<file path="src/sv/brbf_pkg.sv">
`default_nettype none
// ---------------------------------------------------------------------------
// brbf_pkg
// shared types, sizes and helpers for the framed byte ring buffer
// ---------------------------------------------------------------------------
package brbf_pkg;

    // buffer geometry
    localparam int DEPTH     = 1024;
    localparam int MAX_BURST = 64;
    localparam int PTR_W     = $clog2(DEPTH);
    localparam int CNT_W     = 11;                      // count and length fields
    localparam int SUM_W     = CNT_W + 1;               // pointer plus count
    localparam int BURST_W   = $clog2(MAX_BURST + 1);

    // command queue between front and back
    localparam int Q_DEPTH   = 2;
    localparam int Q_IDX_W   = $clog2(Q_DEPTH);
    localparam int Q_CNT_W   = $clog2(Q_DEPTH + 1);

    // func codes on the request channel
    localparam logic [1:0] FUNC_WRITE = 2'd0;
    localparam logic [1:0] FUNC_READ  = 2'd1;
    localparam logic [1:0] FUNC_FLUSH = 2'd2;
    localparam logic [1:0] FUNC_CLEAR = 2'd3;

    typedef enum logic [1:0] {
        OP_WRITE,
        OP_READ,
        OP_FLUSH,
        OP_CLEAR
    } op_t;

    typedef enum logic {
        BK_RUN,
        BK_READ
    } back_state_t;

    typedef struct packed {
        logic [1:0]       func;
        logic [7:0]       data_byte;
        logic [CNT_W-1:0] request_length;
        logic             frame_first;
        logic             frame_last;
    } in_t;

    typedef struct packed {
        logic [7:0]       read_byte;
        logic [CNT_W-1:0] done_count;
        logic             success;
        logic [CNT_W-1:0] fill_level;
        logic             last_result;
    } out_t;

    // classified command as it travels through the queue
    typedef struct packed {
        op_t              op;
        logic [7:0]       data;
        logic [CNT_W-1:0] len;
        logic             first;
        logic             last;
    } cmd_t;

    // pointer increment with wrap at DEPTH
    function automatic logic [PTR_W-1:0] ptr_inc(input logic [PTR_W-1:0] p);
        logic [PTR_W-1:0] r;
        if (p == PTR_W'(DEPTH - 1)) begin
            r = '0;
        end else begin
            r = p + PTR_W'(1);
        end
        return r;
    endfunction

endpackage
`default_nettype wire

</file>
<file path="src/sv/brbf_front.sv">
`default_nettype none
// ---------------------------------------------------------------------------
// brbf_front
// accepts requests, classifies the operation and hands a command to the queue
// ---------------------------------------------------------------------------
module brbf_front (
    input  wire logic            aclk,
    input  wire logic            aresetn,
    input  wire logic            s_valid,
    output logic                 s_ready,
    input  wire brbf_pkg::in_t   s_data,
    output logic                 push_valid,
    input  wire logic            push_ready,
    output brbf_pkg::cmd_t       push_cmd
);

    logic           valid_reg, valid_next;
    brbf_pkg::cmd_t cmd_reg, cmd_next;
    brbf_pkg::op_t  op_dec;

    always_comb begin
        case (s_data.func)
            brbf_pkg::FUNC_WRITE: op_dec = brbf_pkg::OP_WRITE;
            brbf_pkg::FUNC_READ:  op_dec = brbf_pkg::OP_READ;
            brbf_pkg::FUNC_FLUSH: op_dec = brbf_pkg::OP_FLUSH;
            brbf_pkg::FUNC_CLEAR: op_dec = brbf_pkg::OP_CLEAR;
            default:              op_dec = brbf_pkg::OP_CLEAR;
        endcase
    end

    assign s_ready    = !valid_reg || push_ready;
    assign push_valid = valid_reg;
    assign push_cmd   = cmd_reg;

    always_comb begin
        valid_next = valid_reg && !push_ready;
        cmd_next   = cmd_reg;
        if (s_valid && s_ready) begin
            valid_next     = 1'b1;
            cmd_next.op    = op_dec;
            cmd_next.data  = s_data.data_byte;
            cmd_next.len   = s_data.request_length;
            cmd_next.first = s_data.frame_first;
            cmd_next.last  = s_data.frame_last;
        end
    end

    always_ff @(posedge aclk) begin
        if (!aresetn) begin
            valid_reg <= 1'b0;
        end else begin
            valid_reg <= valid_next;
        end
        cmd_reg <= cmd_next;
    end

endmodule
`default_nettype wire

</file>
<file path="config.mk">
export PLATFORM = sky130hd
export DESIGN_NAME = brbf_front
export DESIGN_NICKNAME = d
export VERILOG_FILES = /design/src/sv/brbf_pkg.sv /design/src/sv/brbf_front.sv
export SDC_FILE = /design/constraint.sdc
export NUM_CORES = 1
export LEC_CHECK = 0
export ABC_AREA = 1
export BUFFER_PORTS_ARGS = -buffer_cell sky130_fd_sc_hd__clkbuf_2
export CAP_MARGIN = 20
export CORE_UTILIZATION = 39
export DETAILED_ROUTE_END_ITERATION = 7
export GPL_ROUTABILITY_DRIVEN = 0
export PLACE_DENSITY = 0.88
export SYNTH_ARGS = -nofsm -noshare
export SYNTH_HDL_FRONTEND = slang
export SYNTH_SLANG_ARGS = --single-unit
</file>
<file path="constraint.sdc">
create_clock -name aclk -period 2.4 [get_ports aclk]
set_clock_uncertainty 0.05 [all_clocks]
set_input_delay 0.24 -clock aclk [delete_from_list [all_inputs] [get_ports aclk]]
set_output_delay 0.24 -clock aclk [all_outputs]
set_load 0.05 [all_outputs]
</file>
==> results.md, run 1 <==
- Outcome: completed
- Post-DP HPWL: between 1000 and 1500 µm
- Sequential area share after synthesis: 94.8%
- DRC Markers: 0
- Critical path's top delay family: compound AO/OA/AOI/OAI gates
- Mapped cell area: about 750 µm²
- Beginning of the worst hold path: s_data[21]
- # Max-Cap Violations: 0
- Area taken by multi-input logic gates: between 20 and 25 µm²
- Hold depth: 1
- Hold-fix buffer count after cts: 0
- Power share of the clock group: 20.9%
- Max Slew Vio Count: 0
- Worst Tran Pin Value: 608 ps
- Yosys warns: 0
- CTS H-tree depth: 1
- Setup violations, final: 0
- Final period utilization: roughly 63%
- Sw Ratio: around 27%
- Sequential Power Share: 61.4%
- CTS max path bufs: 2
- Final net count: ~110
- WL/cell: between 10 and 15 µm
- Total global routing overflow: 0
- Buf/Inv on CP: 1
- Net count after synthesis: 59
- Worst R2R Start: push_valid$_SDFF_PN0_
- Die X: roughly 46 µm
- Synth Flop Type: edfxtp_1
- Combinational Power Share: approximately 18%
- Drt pass-1 iters: 2
- Vias: between 400 and 500
- Global-route wire length before repair: 1880 µm
- Final setup TNS: 0 ps
- CP max stage delay: roughly 500 ps
- Clk_lat worst skew: around 290 ps
- Initial antenna violation count: 0
- Worst Setup Start Kind: register
- Post-synth EDFFs: 23
- Post-synth top cells: edfxtp_1, clkbuf_1, inv_1
- Crit end category: register
- Post-route minimum period: about 1500 ps
- Post-Route WL: approximately 1200 µm
- Largest net degree at the start of global routing: 14
- FF/Latch Area: a little over 700 µm²
- CTS tree: done
- Leak: just under 0.5 nW
- Layout Cells excl Fill: between 100 and 150
- Post-synth ARST share: 0%
- Cell variety after synth: 8
- Final Hold Vio Count: 0
- Fraction of layout cells with a size suffix above 1: just under 70%
- Reg2Reg Depth: 2
- Postcts setup bufs: 0
- Max frequency: about 660 MHz
- Hold Path End: push_cmd[21]$_DFFE_PP_
- Mean post-synth cell area: between 20 and 25 µm²
- Fillers: about 150
- Cell accounting for the most synthesized area: edfxtp_1
- Root Driver: clkbuf_4
- Internal Power: between 0.5 and 0.6 mW
- Arrival time worst endpoint: 1470 ps
- Initial DRC count: 8
- DR vias/cell: just over 4
- Antenna Diode Count: 0
- Pwr/cell area: approximately 760 mW/mm²
- Max stage delay cell, worst path: a21oi_2
- Crit path kind: register to register
- Clk pin slew, worst setup/hold paths: around 120 ps
- Ranking of synthesized cells by area: edfxtp_1, dfxtp_1, a21oi_2, clkbuf_1, inv_1
- Core area: between 0.0015 and 0.002 mm²
- Row Count: 15
- PostCTS Resize Cnt: 0
- Cells after synthesis: 32
- #FFs+latches synth: 24
- Antenna-violating nets left: 0
- Critical path required time: about 2400 ps
- Setup slack, reg-to-reg: a little under 900 ps
- Num Clock Sinks: 24
- Ports: 52
- Max-slew headroom: between 50 and 60%
- Switching Power: between 0.2 and 0.25 mW
- Hold Crit Class: input port to register
- Die ar.: about 0.0021 mm²
- IO buf count: 51
- CTS buffer count: 3
- Starting Density: ~42%
- CP Max Fanout: 12
- Crit-path cells: a21oi_2 > buf_4
- Unrepaired setup endpoints after global routing: false
- GRT Overall Usage: between 10 and 15%
- Chip height: roughly 46 µm
- Area share of the largest cell type after synthesis: between 90 and 100%
- R2r endpoint: push_cmd[20]$_DFFE_PP_
- Area delta synth->final: 42.2%
- Worst vdd ir: ~0.48 mV
- Number of global-route vias before repair: between 400 and 500
- Most numerous cell in the Yosys netlist: edfxtp_1
- Cells after DPL: between 100 and 150
[how the worst max path moves through the flow]
stage                           from                      to  cells past startpoint
6_report       push_valid$_SDFF_PN0_  push_cmd[20]$_DFFE_PP_                      2
3_3_place_gp              push_ready  push_cmd[17]$_DFFE_PP_                      4
3_5_place_dp              push_ready  push_cmd[17]$_DFFE_PP_                      4
5_1_grt        push_valid$_SDFF_PN0_   push_cmd[3]$_DFFE_PP_                      2
4_1_cts        push_valid$_SDFF_PN0_  push_cmd[19]$_DFFE_PP_                      2
2_1_floorplan  push_valid$_SDFF_PN0_   push_cmd[0]$_DFFE_PP_                      1
[per-layer routing]
metal | wire (µm) | track usage (%) | vias up
met5 | 0 | 0 | -
met4 | 12 | 8.82 | 0
met3 | 142 | 3.57 | 2
met2 | 594 | 22.3 | 37
met1 | 484 | 15.8 | 192
li1 | - | - | 225
[kinds of logic after synthesis]
kind of cell           Yosys count  synth area share [%]
AOI/OAI and AO/OA                2                  1.84
buffers and inverters            5                  2.50
DFF                             24                  94.8
and+or+nand+nor                  1                 0.835
[metrics by stage]
stage / worst slack (ps) / total power [mW] / utilization [%] / instance area, µm² / hold WS (ps)
finish: 893 / 0.806 / 60.4 / 1070 / 57.6
global route: 804 / 0.838 / 60.4 / 1070 / 37.5
CTS: 859 / 0.812 / 60.4 / 1070 / 49.5
detailed placement: 827 / 0.649 / 58.9 / 1040 / 369
global placement: 882 / 0.646 / 58.9 / 1040 / 367
floorplan: 199 / 0.603 / - / 749 / 289
[layout make-up]
cell class	count	area share, %
inverter	3	1.06
sequential	24	66.7
timing repair buffer	52	24.6
tap	25	2.93
multi-input combinational	3	2.23
clock buffer	4	2.46
[power groups by stage]
| stage | clock network [mW] | registers, mW | logic (mW) |
|---|---|---|---|
| final | 0.168 | 0.494 | 0.143 |
| after global routing | 0.191 | 0.497 | 0.150 |
| after CTS | 0.173 | 0.495 | 0.145 |
| after detailed placement | 0 | 0.504 | 0.145 |
| after global placement | 0 | 0.504 | 0.143 |
| after floorplan | 0 | 0.589 | 0.0143 |
[sequential cells by signal (all words and copies together), names as in the netlist]
signal	count
push_valid	1
push_cmd	23
[placed cells by master (no fill, tap or decap)]
| cell type | instances |
|---|---|
| a21oi_2 | 2 |
| buf_4 | 1 |
| clkbuf_1 | 1 |
| clkbuf_2 | 51 |
| clkbuf_4 | 3 |
| dfxtp_1 | 1 |
| edfxtp_1 | 23 |
| inv_1 | 2 |
| inv_2 | 1 |
| nand2_2 | 1 |
No activity file was read; power rests on OpenSTA's default activity.
==> run 2: changes to the inputs <==
- clock period: 2.4 -> 1.4 ns (I/O delays scaled with it)
==> run 2 against run 1 <==
Effect of this change:
- combinational power grew 120%
- final cell count grew 22%
- register-to-register slack lost 550 ps
- critical path depth is the same
- clock-buffer cell count shrank 1
- wire length grew 66%
- sequential power grew 72%
==> results.md, run 2 (same netlist as run 1, synthesis figures left out) <==
- Core area: 0.00176 mm² (unchanged)
- Crit end category: primary output (was register)
- CTS H-tree depth: 1 (unchanged)
- Worst Tran Pin Value: 296 ps (was 608 ps)
- Die X: 45.8 µm (unchanged)
- Clk_lat worst skew: 320 ps (was 290 ps)
- IO buf count: 51 (unchanged)
- Final Hold Vio Count: 0 (unchanged)
- Antenna-violating nets left: 0 (unchanged)
- Setup violations, final: 0 (unchanged)
- Final net count: 138 (was 114)
- Most frequent cells in the layout: clkbuf_2, dlygate4sd3_1, edfxtp_1, clkbuf_4, inv_1 (was clkbuf_2, edfxtp_1, clkbuf_4, inv_1, a21oi_2)
- Post-Route WL: 2050 µm (was 1230 µm)
- Fillers: 115 (was 148)
- Worst vdd ir: 1.23 mV (was 0.479 mV)
- Drt pass-1 iters: 4 (was 2)
- Area delta synth->final: 80.6% (was 42.2%)
- CP Max Fanout: 3 (was 12)
- Initial antenna violation count: 0 (unchanged)
- CTS max path bufs: 2 (unchanged)
- Clk pin slew, worst setup/hold paths: 140 ps (was 120 ps)
- Initial DRC count: 17 (was 8)
- Max FFs per register: 23 (unchanged)
- Pwr/cell area: 1230 mW/mm² (was 756 mW/mm²)
- Antenna Diode Count: 0 (unchanged)
- Global-route wire length before repair: 2920 µm (was 1880 µm)
- Leading cell type in the layout, fill and taps excluded: clkbuf_2 (unchanged)
- Outcome: completed (unchanged)
- Post-route minimum period: 1250 ps
- # Max-Cap Violations: 0 (unchanged)
- Largest net degree at the start of global routing: 24 (was 14)
- Num Clock Sinks: 24 (unchanged)
- Worst Setup Start Kind: register (unchanged)
- Fraction of layout cells with a size suffix above 1: 55.5% (was 68.6%)
- Final period utilization: 89.5%
- Root Driver: clkbuf_4 (unchanged)
- Postcts setup bufs: 0 (unchanged)
- CTS buffer count: 3 (unchanged)
- Max frequency: roughly 800 MHz
- Vias: 578 (was 456)
- Crit path kind: register to primary output (was register to register)
- Ports: 52 (unchanged)
- Max-slew headroom: 80.4% (was 59.5%)
- PostCTS Resize Cnt: 0 (unchanged)
- Number of global-route vias before repair: 619 (was 448)
- DRC Markers: 0 (unchanged)
- Total global routing overflow: 0 (unchanged)
- DR vias/cell: 4.28 (was 4.11)
- Hold Crit Class: input port to register (unchanged)
- Unrepaired setup endpoints after global routing: false (unchanged)
- CTS tree: done (unchanged)
- GRT Overall Usage: 21.8% (was 13.6%)
- Starting Density: 42.5% (unchanged)
- Row Count: 15 (unchanged)
- Fin Hold WS: 43.4 ps (was 57.6 ps)
- WL/cell: 15.2 µm (was 11.1 µm)
- Critical path required time: 1210 ps (was 2360 ps)
- Die ar.: 0.00210 mm² (unchanged)
- Final setup TNS: 0 ps (unchanged)
- Leak: 0.602 nW (was 0.483 nW)
- Arrival time worst endpoint: 1060 ps (was 1470 ps)
- Hold-fix buffer count after cts: 24 (was 0)
- Total power: 1.67 mW (was 0.806 mW)
- Max Slew Vio Count: 0 (unchanged)
- Chip height: 45.8 µm (unchanged)
- Post-DP HPWL: 1040 µm (was 1020 µm)
==> run 2: final cells by class <==
class | instances | area, µm² | area share (%)
clock buffer | 3 | 22.5 | 1.66
clock inverter | 1 | 30.0 | 2.22
inverter | 3 | 11.3 | 0.832
multi-input combinational | 3 | 31.3 | 2.31
sequential | 24 | 712 | 52.6
tap | 25 | 31.3 | 2.31
timing repair buffer | 76 | 515 | 38.1
==> run 2: critical path, cell delays in order, from the launching register on <==
cell,delay [ps]
dfxtp_2,380
nand2_2,90
clkbuf_2,270
==> run 2: path summary, 6_finish.rpt <==
check	start	endpoint	slack, ps	cells past startpoint
setup / recovery	push_valid$_SDFF_PN0_	s_ready	150	2
hold / removal	push_ready	push_valid$_SDFF_PN0_	40	4
setup reg to reg	push_valid$_SDFF_PN0_	push_cmd[2]$_DFFE_PP_	340	2
hold reg to reg	push_valid$_SDFF_PN0_	push_valid$_SDFF_PN0_	490	2
==> run 2: report_power, final <==
part / total, mW / switching, mW / internal (mW)
clock network: 0.504 / 0.214 / 0.290
logic: 0.315 / 0.209 / 0.106
registers: 0.851 / 0.0147 / 0.836
total: 1.67 / 0.438 / 1.23
==> run 2: per-layer routing <==
metal	wire (µm)	vias up	track usage, %	share of wire, %
li1	-	273	-	-
met1	775	265	25.1	38
met2	1050	38	36.3	51
met3	214	2	8.73	10
met4	14	0	8.82	0.68
met5	0	-	0	0
==> run 2: metrics by stage <==
| step | area (µm²) | std cells | setup slack (ps) | utilization, % |
|---|---|---|---|---|
| after floorplan | 762 | 32 | 69.9 | - |
| after global placement | 1060 | 107 | 408 | 60.1 |
| after detailed placement | 1060 | 107 | 384 | 60.1 |
| after CTS | 1350 | 135 | 161 | 76.7 |
| after global routing | 1350 | 135 | 121 | 76.7 |
| final | 1350 | 135 | 147 | 76.7 |
