<file path="config.mk">
export PLATFORM = sky130hd
export DESIGN_NAME = brbf_queue
export DESIGN_NICKNAME = d
export VERILOG_FILES = /design/src/sv/brbf_pkg.sv /design/src/sv/brbf_queue.sv
export SDC_FILE = /design/constraint.sdc
export NUM_CORES = 1
export LEC_CHECK = 0
export BUFFER_PORTS_ARGS = -buffer_cell sky130_fd_sc_hd__buf_4
export CAP_MARGIN = 10
export CORE_AREA = 5 5 68 70
export DETAILED_ROUTE_END_ITERATION = 7
export DIE_AREA = 0 0 73 75
export PLACE_DENSITY = 0.84
export SLEW_MARGIN = 40
export SYNTH_ARGS = -nofsm -noshare
export SYNTH_HDL_FRONTEND = slang
export SYNTH_SLANG_ARGS = --single-unit
</file>
<file path="constraint.sdc">
create_clock -name aclk -period 1.99 [get_ports aclk]
set_input_delay 0.0995 -clock aclk [delete_from_list [all_inputs] [get_ports aclk]]
set_output_delay 0.0995 -clock aclk [all_outputs]
set_load 0.05 [all_outputs]
</file>
<file path="src/sv/brbf_pkg.sv">
`default_nettype none
// ---------------------------------------------------------------------------
// brbf_pkg
// shared types, sizes and helpers for the framed byte ring buffer
// ---------------------------------------------------------------------------
package brbf_pkg;

    // buffer geometry
    localparam int DEPTH     = 1024;
    localparam int MAX_BURST = 64;
    localparam int PTR_W     = $clog2(DEPTH);
    localparam int CNT_W     = 11;                      // count and length fields
    localparam int SUM_W     = CNT_W + 1;               // pointer plus count
    localparam int BURST_W   = $clog2(MAX_BURST + 1);

    // command queue between front and back
    localparam int Q_DEPTH   = 2;
    localparam int Q_IDX_W   = $clog2(Q_DEPTH);
    localparam int Q_CNT_W   = $clog2(Q_DEPTH + 1);

    // func codes on the request channel
    localparam logic [1:0] FUNC_WRITE = 2'd0;
    localparam logic [1:0] FUNC_READ  = 2'd1;
    localparam logic [1:0] FUNC_FLUSH = 2'd2;
    localparam logic [1:0] FUNC_CLEAR = 2'd3;

    typedef enum logic [1:0] {
        OP_WRITE,
        OP_READ,
        OP_FLUSH,
        OP_CLEAR
    } op_t;

    typedef enum logic {
        BK_RUN,
        BK_READ
    } back_state_t;

    typedef struct packed {
        logic [1:0]       func;
        logic [7:0]       data_byte;
        logic [CNT_W-1:0] request_length;
        logic             frame_first;
        logic             frame_last;
    } in_t;

    typedef struct packed {
        logic [7:0]       read_byte;
        logic [CNT_W-1:0] done_count;
        logic             success;
        logic [CNT_W-1:0] fill_level;
        logic             last_result;
    } out_t;

    // classified command as it travels through the queue
    typedef struct packed {
        op_t              op;
        logic [7:0]       data;
        logic [CNT_W-1:0] len;
        logic             first;
        logic             last;
    } cmd_t;

    // pointer increment with wrap at DEPTH
    function automatic logic [PTR_W-1:0] ptr_inc(input logic [PTR_W-1:0] p);
        logic [PTR_W-1:0] r;
        if (p == PTR_W'(DEPTH - 1)) begin
            r = '0;
        end else begin
            r = p + PTR_W'(1);
        end
        return r;
    endfunction

endpackage
`default_nettype wire

</file>
<file path="src/sv/brbf_queue.sv">
`default_nettype none
// ---------------------------------------------------------------------------
// brbf_queue
// short command queue decoupling the front from the back
// ---------------------------------------------------------------------------
module brbf_queue (
    input  wire logic            aclk,
    input  wire logic            aresetn,
    input  wire logic            push_valid,
    output logic                 push_ready,
    input  wire brbf_pkg::cmd_t  push_cmd,
    output logic                 pop_valid,
    input  wire logic            pop_ready,
    output brbf_pkg::cmd_t       pop_cmd
);

    brbf_pkg::cmd_t                 slot_reg [brbf_pkg::Q_DEPTH];
    logic [brbf_pkg::Q_IDX_W-1:0]   wr_idx_reg, wr_idx_next;
    logic [brbf_pkg::Q_IDX_W-1:0]   rd_idx_reg, rd_idx_next;
    logic [brbf_pkg::Q_CNT_W-1:0]   cnt_reg, cnt_next;
    logic                           do_push, do_pop;

    assign push_ready = cnt_reg != brbf_pkg::Q_CNT_W'(brbf_pkg::Q_DEPTH);
    assign pop_valid  = cnt_reg != '0;
    assign pop_cmd    = slot_reg[rd_idx_reg];
    assign do_push    = push_valid && push_ready;
    assign do_pop     = pop_valid && pop_ready;

    always_comb begin
        wr_idx_next = wr_idx_reg;
        rd_idx_next = rd_idx_reg;
        cnt_next    = cnt_reg;
        if (do_push) begin
            wr_idx_next = (wr_idx_reg == brbf_pkg::Q_IDX_W'(brbf_pkg::Q_DEPTH - 1))
                        ? '0 : wr_idx_reg + brbf_pkg::Q_IDX_W'(1);
        end
        if (do_pop) begin
            rd_idx_next = (rd_idx_reg == brbf_pkg::Q_IDX_W'(brbf_pkg::Q_DEPTH - 1))
                        ? '0 : rd_idx_reg + brbf_pkg::Q_IDX_W'(1);
        end
        if (do_push && !do_pop) begin
            cnt_next = cnt_reg + brbf_pkg::Q_CNT_W'(1);
        end else if (!do_push && do_pop) begin
            cnt_next = cnt_reg - brbf_pkg::Q_CNT_W'(1);
        end
    end

    always_ff @(posedge aclk) begin
        if (!aresetn) begin
            wr_idx_reg <= '0;
            rd_idx_reg <= '0;
            cnt_reg    <= '0;
        end else begin
            wr_idx_reg <= wr_idx_next;
            rd_idx_reg <= rd_idx_next;
            cnt_reg    <= cnt_next;
        end
        if (do_push) begin
            slot_reg[wr_idx_reg] <= push_cmd;
        end
    end

endmodule
`default_nettype wire

</file>
==> results of run 1 <==
-- what timing repair did --
item | 4_1_cts | 5_1_grt
hold endpoints to repair | 46 | 0
endpoints found under the setup margin | 0 | 0
hold buffers | 23 | 0
-- how the worst min path moves through the flow --
stage	slack, ns	cells after the start	end	start
after global placement	0.28	1	slot_reg[0][3]	push_cmd[3]
after global routing	0.06	2	rd_idx_reg	aresetn
final	0.05	2	cnt_reg[0]	aresetn
after floorplan	0.20	0	slot_reg[0][0]	push_cmd[0]
after CTS	0.05	2	cnt_reg[0]	aresetn
after detailed placement	0.29	1	slot_reg[0][19]	push_cmd[19]
-- layout make-up --
cell class                      instances  area [um2]  area share
Multi-Input combinational cell         41         398       0.145
Clock inverter                          3        67.6      0.0247
Inverter                                1        3.75     0.00137
Clock buffer                            5        68.8      0.0251
Sequential cell                        51        1480       0.541
Tap cell                               50        62.6      0.0228
Timing Repair Buffer                   80         658       0.240
-- per-layer routing --
metal	part of all wire	global-route usage	routed length, um	vias to the layer above
met2	0.57	0.269	1980	32
li1	-	-	-	534
met3	0.052	0.0307	181	0
met1	0.38	0.142	1320	546
met4	0	0.0307	0	0
met5	0	0	0	-
-- power by group through the flow --
stage | sequential [W] | combinational, W | clock, W
after floorplan | 0.00142 | 0.00103 | 0
after global placement | 0.00141 | 0.00142 | 0
after detailed placement | 0.00143 | 0.00145 | 0
after CTS | 0.00140 | 0.00149 | 0.000820
after global routing | 0.00142 | 0.00155 | 0.000873
final | 0.00140 | 0.00148 | 0.000808
-- cells by family after synthesis --
kind of cell             Yosys count  synth area share
AO/OA/AOI/OAI                      5            0.0185
adder cells (fa/ha/maj)            1           0.00661
multiplexers                      23             0.137
flip-flops                        51             0.783
buffers and inverters              3           0.00727
XOR/XNOR                           3            0.0139
AND/OR/NAND/NOR                    9            0.0344
-- layout by cell type (no fill, tap or decap), drive strengths merged --
| master | Yosys | layout |
|---|---|---|
| inv | 1 | 1 |
| a21bo | 1 | 1 |
| xor2 | 1 | 1 |
| and3 | 1 | 1 |
| mux2 | 23 | 23 |
| nand2b | 1 | 1 |
| and2 | 4 | 4 |
| ha | 1 | 1 |
| or2 | 1 | 1 |
| nand3b | 1 | 1 |
| o21ai | 2 | 2 |
| a21boi | 2 | 2 |
| dfxtp | 5 | 5 |
| clkinvlp | 0 | 1 |
| buf | 2 | 57 |
| bufinv | 0 | 2 |
| or3 | 1 | 1 |
| xnor2 | 2 | 2 |
| edfxtp | 46 | 46 |
| dlygate4sd3 | 0 | 23 |
| clkbuf | 0 | 5 |
-- metrics by stage --
| step | std cells | worst slack, ns |
|---|---|---|
| 2_1_floorplan | 95 | 0.297 |
| 3_3_place_gp | 200 | 0.494 |
| 3_5_place_dp | 200 | 0.431 |
| 4_1_cts | 231 | 0.408 |
| 5_1_grt | 231 | 0.294 |
| 6_report | 231 | 0.403 |
==> flow_summary.yaml, run 1 <==
status:
  status: "complete, no violations"
critical_path:
  cp_data_arrival_time_ns: 1.81
  max_stage_delay_ns: 0.37
  crit_path_max_fanout: 5
  critical_path_buf_inv_count: 0
  r2r_cells: 5
  path_depth: 5
  path_class: "flip-flop to flip-flop"
  crit_end: "cnt_reg[1]"
  reg2reg_slack_ns: 0.40
  worstSetupStartpointType: "flip-flop"
  slowest_stage: "dfxtp_1"
  crit_start: "cnt_reg[0]"
  worst_r2r_endpoint: "cnt_reg[1]"
  path_delay_family: "simple AND/OR/NAND/NOR gates"
  worstSetupEndpointType: "flip-flop"
  crit_required_ns: 2.21
  rr_startpoint: "cnt_reg[0]"
  path_cells: "nand2b_4 -> and2_1 -> ha_1 -> or3_1 -> a21boi_1"
timing:
  tightest_slew_ns: 0.206
  fin_crit_sh: 0.797
  max-slew-margin-rel: 0.862
  finalCriticalPeriod_ns: 1.59
  slew_violations: 0
  rsz0062_at_grt: "false"
  hold_violations: 0
  setup_viol: 0
  fin_worst_skew_ns: 0.00421
  fmax_mhz: 630
  fin_tns_setup_ns: 0
  hold_slack_ns: 0.0530
finish:
  syn2layout_area_growth_pct: 44.7
  largest_reg_flops: 46
  fin_util: 0.700
  nets: 208
  fill_cells: 280
  drive_gt1_frac: 0.503
  finish.instance_area_um2: 2740
  diodes: 0
worst_hold_path:
  hold_class: "primary input to flip-flop"
route:
  drc: 0
  drt-initial-drc-count: 42
  routedWlPerCell_um: 15.0
  antenna_left: 0
  first_pass_iters: 4
  vias: 1112
  routed_via_density: 4.81
  wl_um: 3480
global_routing:
  grt_max_degree: 17
  grt.total_usage: 0.135
  first_global_vias: 1219
  gr-total-overflow: 0
  antenna_found_initial: 0
  grt_pass1_wl_um: 5440
place:
  place.gp.congestion: 0.689
  dpl_cell_area_um2: 2370
  hpwlAfterDp_um: 2500
  io_buffers: 51
synthesis:
  async_flop_share: 0
  synth.distinct_cells: 19
  yosysMostFrequentCell: "edfxtp_1"
  ys_seq_elements: 51
  netlist_top_cells_count: "edfxtp_1, mux2_2, dfxtp_1, and2_1"
  syn_inst: 95
  yosysTopAreaCell: "edfxtp_1"
  yosys-top-cells-area: "edfxtp_1, mux2_2, dfxtp_1, and2_1, xnor2_1"
  seq_area_frac_synth: 0.783
  syn_nets: 123
  netlist.area_leader.share: 0.730
  synth_edf_count: 46
  ys.warnings.count: 0
  syn-cell-area_um2: 1890
  syn_area_per_cell_um2: 19.9
  synth-main-ff-cell: "edfxtp_1"
clock_tree:
  clockBufferDepth: 2
  h-tree-depth: 2
  clk_latency_ns: 0.29
  cts-buffers-inserted: 5
  postCtsSetupBuffers: 0
  cts_sinks: 51
  path_clk_slew_ns: 0.08
  cts_resized: 0
  cts-root-buf: "clkbuf_8"
  cts_tree: "built"
power:
  finalPower_w: 0.00368
  pwr-share-comb: 0.400
  ir_drop_mv: 0.935
  swShare: 0.350
  clockPowerShare: 0.219
  powerDensity_nw_per_um2: 1340
  p_sw_w: 0.00129
  p_seq_frac: 0.380
  p_int_w: 0.00239
  p_leak_nw: 1.06
run:
  cap_violations: 0
floorplanning:
  design.portCount: 52
  initial_core_util: 0.484
  die_h_um: 75
  core_um2: 3910
  rows: 23
  die_area_um2: 5480
  chipWidth_um: 73
Power figures use the tool's default switching activity.
==> run 2, diff against run 1 <==
--- a/config.mk
+++ b/config.mk
@@ -7,10 +7,10 @@
 export LEC_CHECK = 0
 export BUFFER_PORTS_ARGS = -buffer_cell sky130_fd_sc_hd__buf_4
 export CAP_MARGIN = 10
-export CORE_AREA = 5 5 68 70
+export CORE_AREA = 5 5 71 73
 export DETAILED_ROUTE_END_ITERATION = 7
-export DIE_AREA = 0 0 73 75
-export PLACE_DENSITY = 0.84
+export DIE_AREA = 0 0 76 78
+export PLACE_DENSITY = 0.81
 export SLEW_MARGIN = 40
 export SYNTH_ARGS = -nofsm -noshare
 export SYNTH_HDL_FRONTEND = slang
==> constraint.sdc (replaced) <==
create_clock -name aclk -period 1.3 [get_ports aclk]
set_input_delay 0.065 -clock aclk [delete_from_list [all_inputs] [get_ports aclk]]
set_output_delay 0.065 -clock aclk [all_outputs]
set_load 0.05 [all_outputs]
==> run 2 against run 1 <==
Effect of this change:
- the flow now finishes with violations (negative setup slack)
- non-clock buffer count grew 12
- largest cell class unchanged
- flip-flop and latch count unchanged
- worst hold slack lost 0.034 ns
==> flow_summary.yaml, run 2 (synthesized netlist as in run 1, its figures left out) <==
finish:
  drive_gt1_frac: 0.575
  diodes: 0
  mostFrequentLayoutCell: "edfxtp_1"
  nets: 220
  syn2layout_area_growth_pct: 66.0
  stdcell_count: 245
  mostFrequentLayoutCells: "edfxtp_1, buf_4, dlygate4sd3_1"
  fill_cells: 249
  seq_area_um2: 1490
  multiInputGateArea_um2: 484
  largest_reg_flops: 46
status:
  failed_checks: "negative setup slack"
  status: "finished with violations"
route:
  vias: 1195
  wl_um: 4850
  drc: 0
  antenna_left: 0
  routed_via_density: 4.88
  routedWlPerCell_um: 19.8
  drt-initial-drc-count: 86
  first_pass_iters: 4
critical_path:
  crit_required_ns: 1.24
  path_class: "flip-flop to output pin"
  crit_path_max_fanout: 11
  worstSetupStartpointType: "flip-flop"
  cp_data_arrival_time_ns: 1.38
  worstSetupEndpointType: "output pin"
  rr_startpoint: "cnt_reg[0]"
place:
  hpwlAfterDp_um: 2490
  dp_cells: 206
  io_buffers: 51
  place.gp.congestion: 0.671
power:
  p_leak_nw: 1.22
  powerDensity_nw_per_um2: 2010
  ir_drop_mv: 1.34
worst_hold_path:
  hold_class: "primary input to flip-flop"
  hold_start: "aresetn"
timing:
  fin_crit_sh: 1.11
  fin_tns_setup_ns: -3.13
  fin_worst_skew_ns: 0.0122
  finalCriticalPeriod_ns: 1.44
  fmax_mhz: 693
  setup_slack_ns: -0.142
  max-slew-margin-rel: 0.893
  slew_violations: 0
  setup_viol: 37
  rsz0062_at_grt: "true"
  tightest_slew_ns: 0.160
  hold_violations: 0
global_routing:
  grt_max_degree: 24
  grt.total_usage: 0.137
  grt_pass1_wl_um: 6270
  gr-total-overflow: 0
  antenna_found_initial: 0
  first_global_vias: 1269
run:
  cap_violations: 0
floorplanning:
  core_um2: 4290
  rows: 24
  die_h_um: 78
  die_area_um2: 5930
  design.portCount: 52
  chipWidth_um: 76
  initial_core_util: 0.441
clock_tree:
  cts_sinks: 51
  clk_latency_ns: 0.30
  h-tree-depth: 2
  cts-buffers-inserted: 5
  cts_tree: "built"
  cts-root-buf: "clkbuf_8"
  path_clk_slew_ns: 0.08
  clockBufferDepth: 2
-- run 2: cell count changes in the layout (fill, tap and decap cells not counted), moves of 3 or more --
| cell | previous run | this run |
|---|---|---|
| mux2_4 | 0 | 12 |
| buf_4 | 57 | 32 |
| buf_8 | 0 | 13 |
| buf_6 | 0 | 18 |
| dfxtp_1 | 5 | 2 |
| mux2_2 | 23 | 11 |
| clkbuf_16 | 0 | 3 |
-- run 2: power by group --
| group | internal [W] | switching (W) |
|---|---|---|
| Sequential | 0.00207 | 0.000121 |
| Clock | 0.000377 | 0.000496 |
| Combinational | 0.00157 | 0.00168 |
-- run 2: through the flow --
stage	utilization	setup slack, ns	instance area, um2	hold slack (ns)	power [W]
after floorplan	-	-0.170	1910	0.164	0.00378
after global placement	0.577	-0.0403	2480	0.250	0.00454
after detailed placement	0.577	-0.0960	2480	0.253	0.00463
after CTS	0.701	-0.138	3010	0.0103	0.00605
after global routing	0.732	-0.192	3140	0.0164	0.00655
final	0.732	-0.142	3140	0.0187	0.00631
-- run 2: path summary, 6_finish.rpt --
path                            cells after the start  slack, ns           to
worst max-delay path                                3      -0.14  pop_cmd[15]
worst min-delay path                                2       0.02   rd_idx_reg
worst max register to register                      6      -0.12   cnt_reg[1]
worst min register to register                      2       0.59    flip-flop
-- run 2: routing by layer --
metal / up-vias / wire length [um] / global-route usage
li1: 561 / - / -
met1: 595 / 1830 / 0.147
met2: 35 / 2780 / 0.259
met3: 4 / 186 / 0.0313
met4: 0 / 57 / 0.0534
met5: - / 0 / 0
-- run 2: layout make-up --
| type | instances | share of cell area |
|---|---|---|
| multi-input cells | 41 | 0.154 |
| clock buffers | 6 | 0.0231 |
| inverters | 1 | 0.00239 |
| well taps | 52 | 0.0207 |
| clock inverters | 2 | 0.00398 |
| flip-flops and latches | 51 | 0.474 |
| repair buffers | 92 | 0.322 |
-- run 2: repair_timing --
| action | 4_1_cts | 5_1_grt |
|---|---|---|
| gates resized for setup | 41 | 25 |
| setup endpoints to repair | 49 | 62 |
| pin swaps | 1 | 0 |
| setup buffers | 5 | 0 |
| hold buffers | 23 | 0 |
| gates cloned | 2 | 4 |
| hold endpoints to repair | 46 | 0 |
-- run 2: critical path: stages (launching register included) --
cell and delay (ns):
dfxtp_4 0.42, buf_16 0.15, mux2_2 0.35, buf_6 0.16
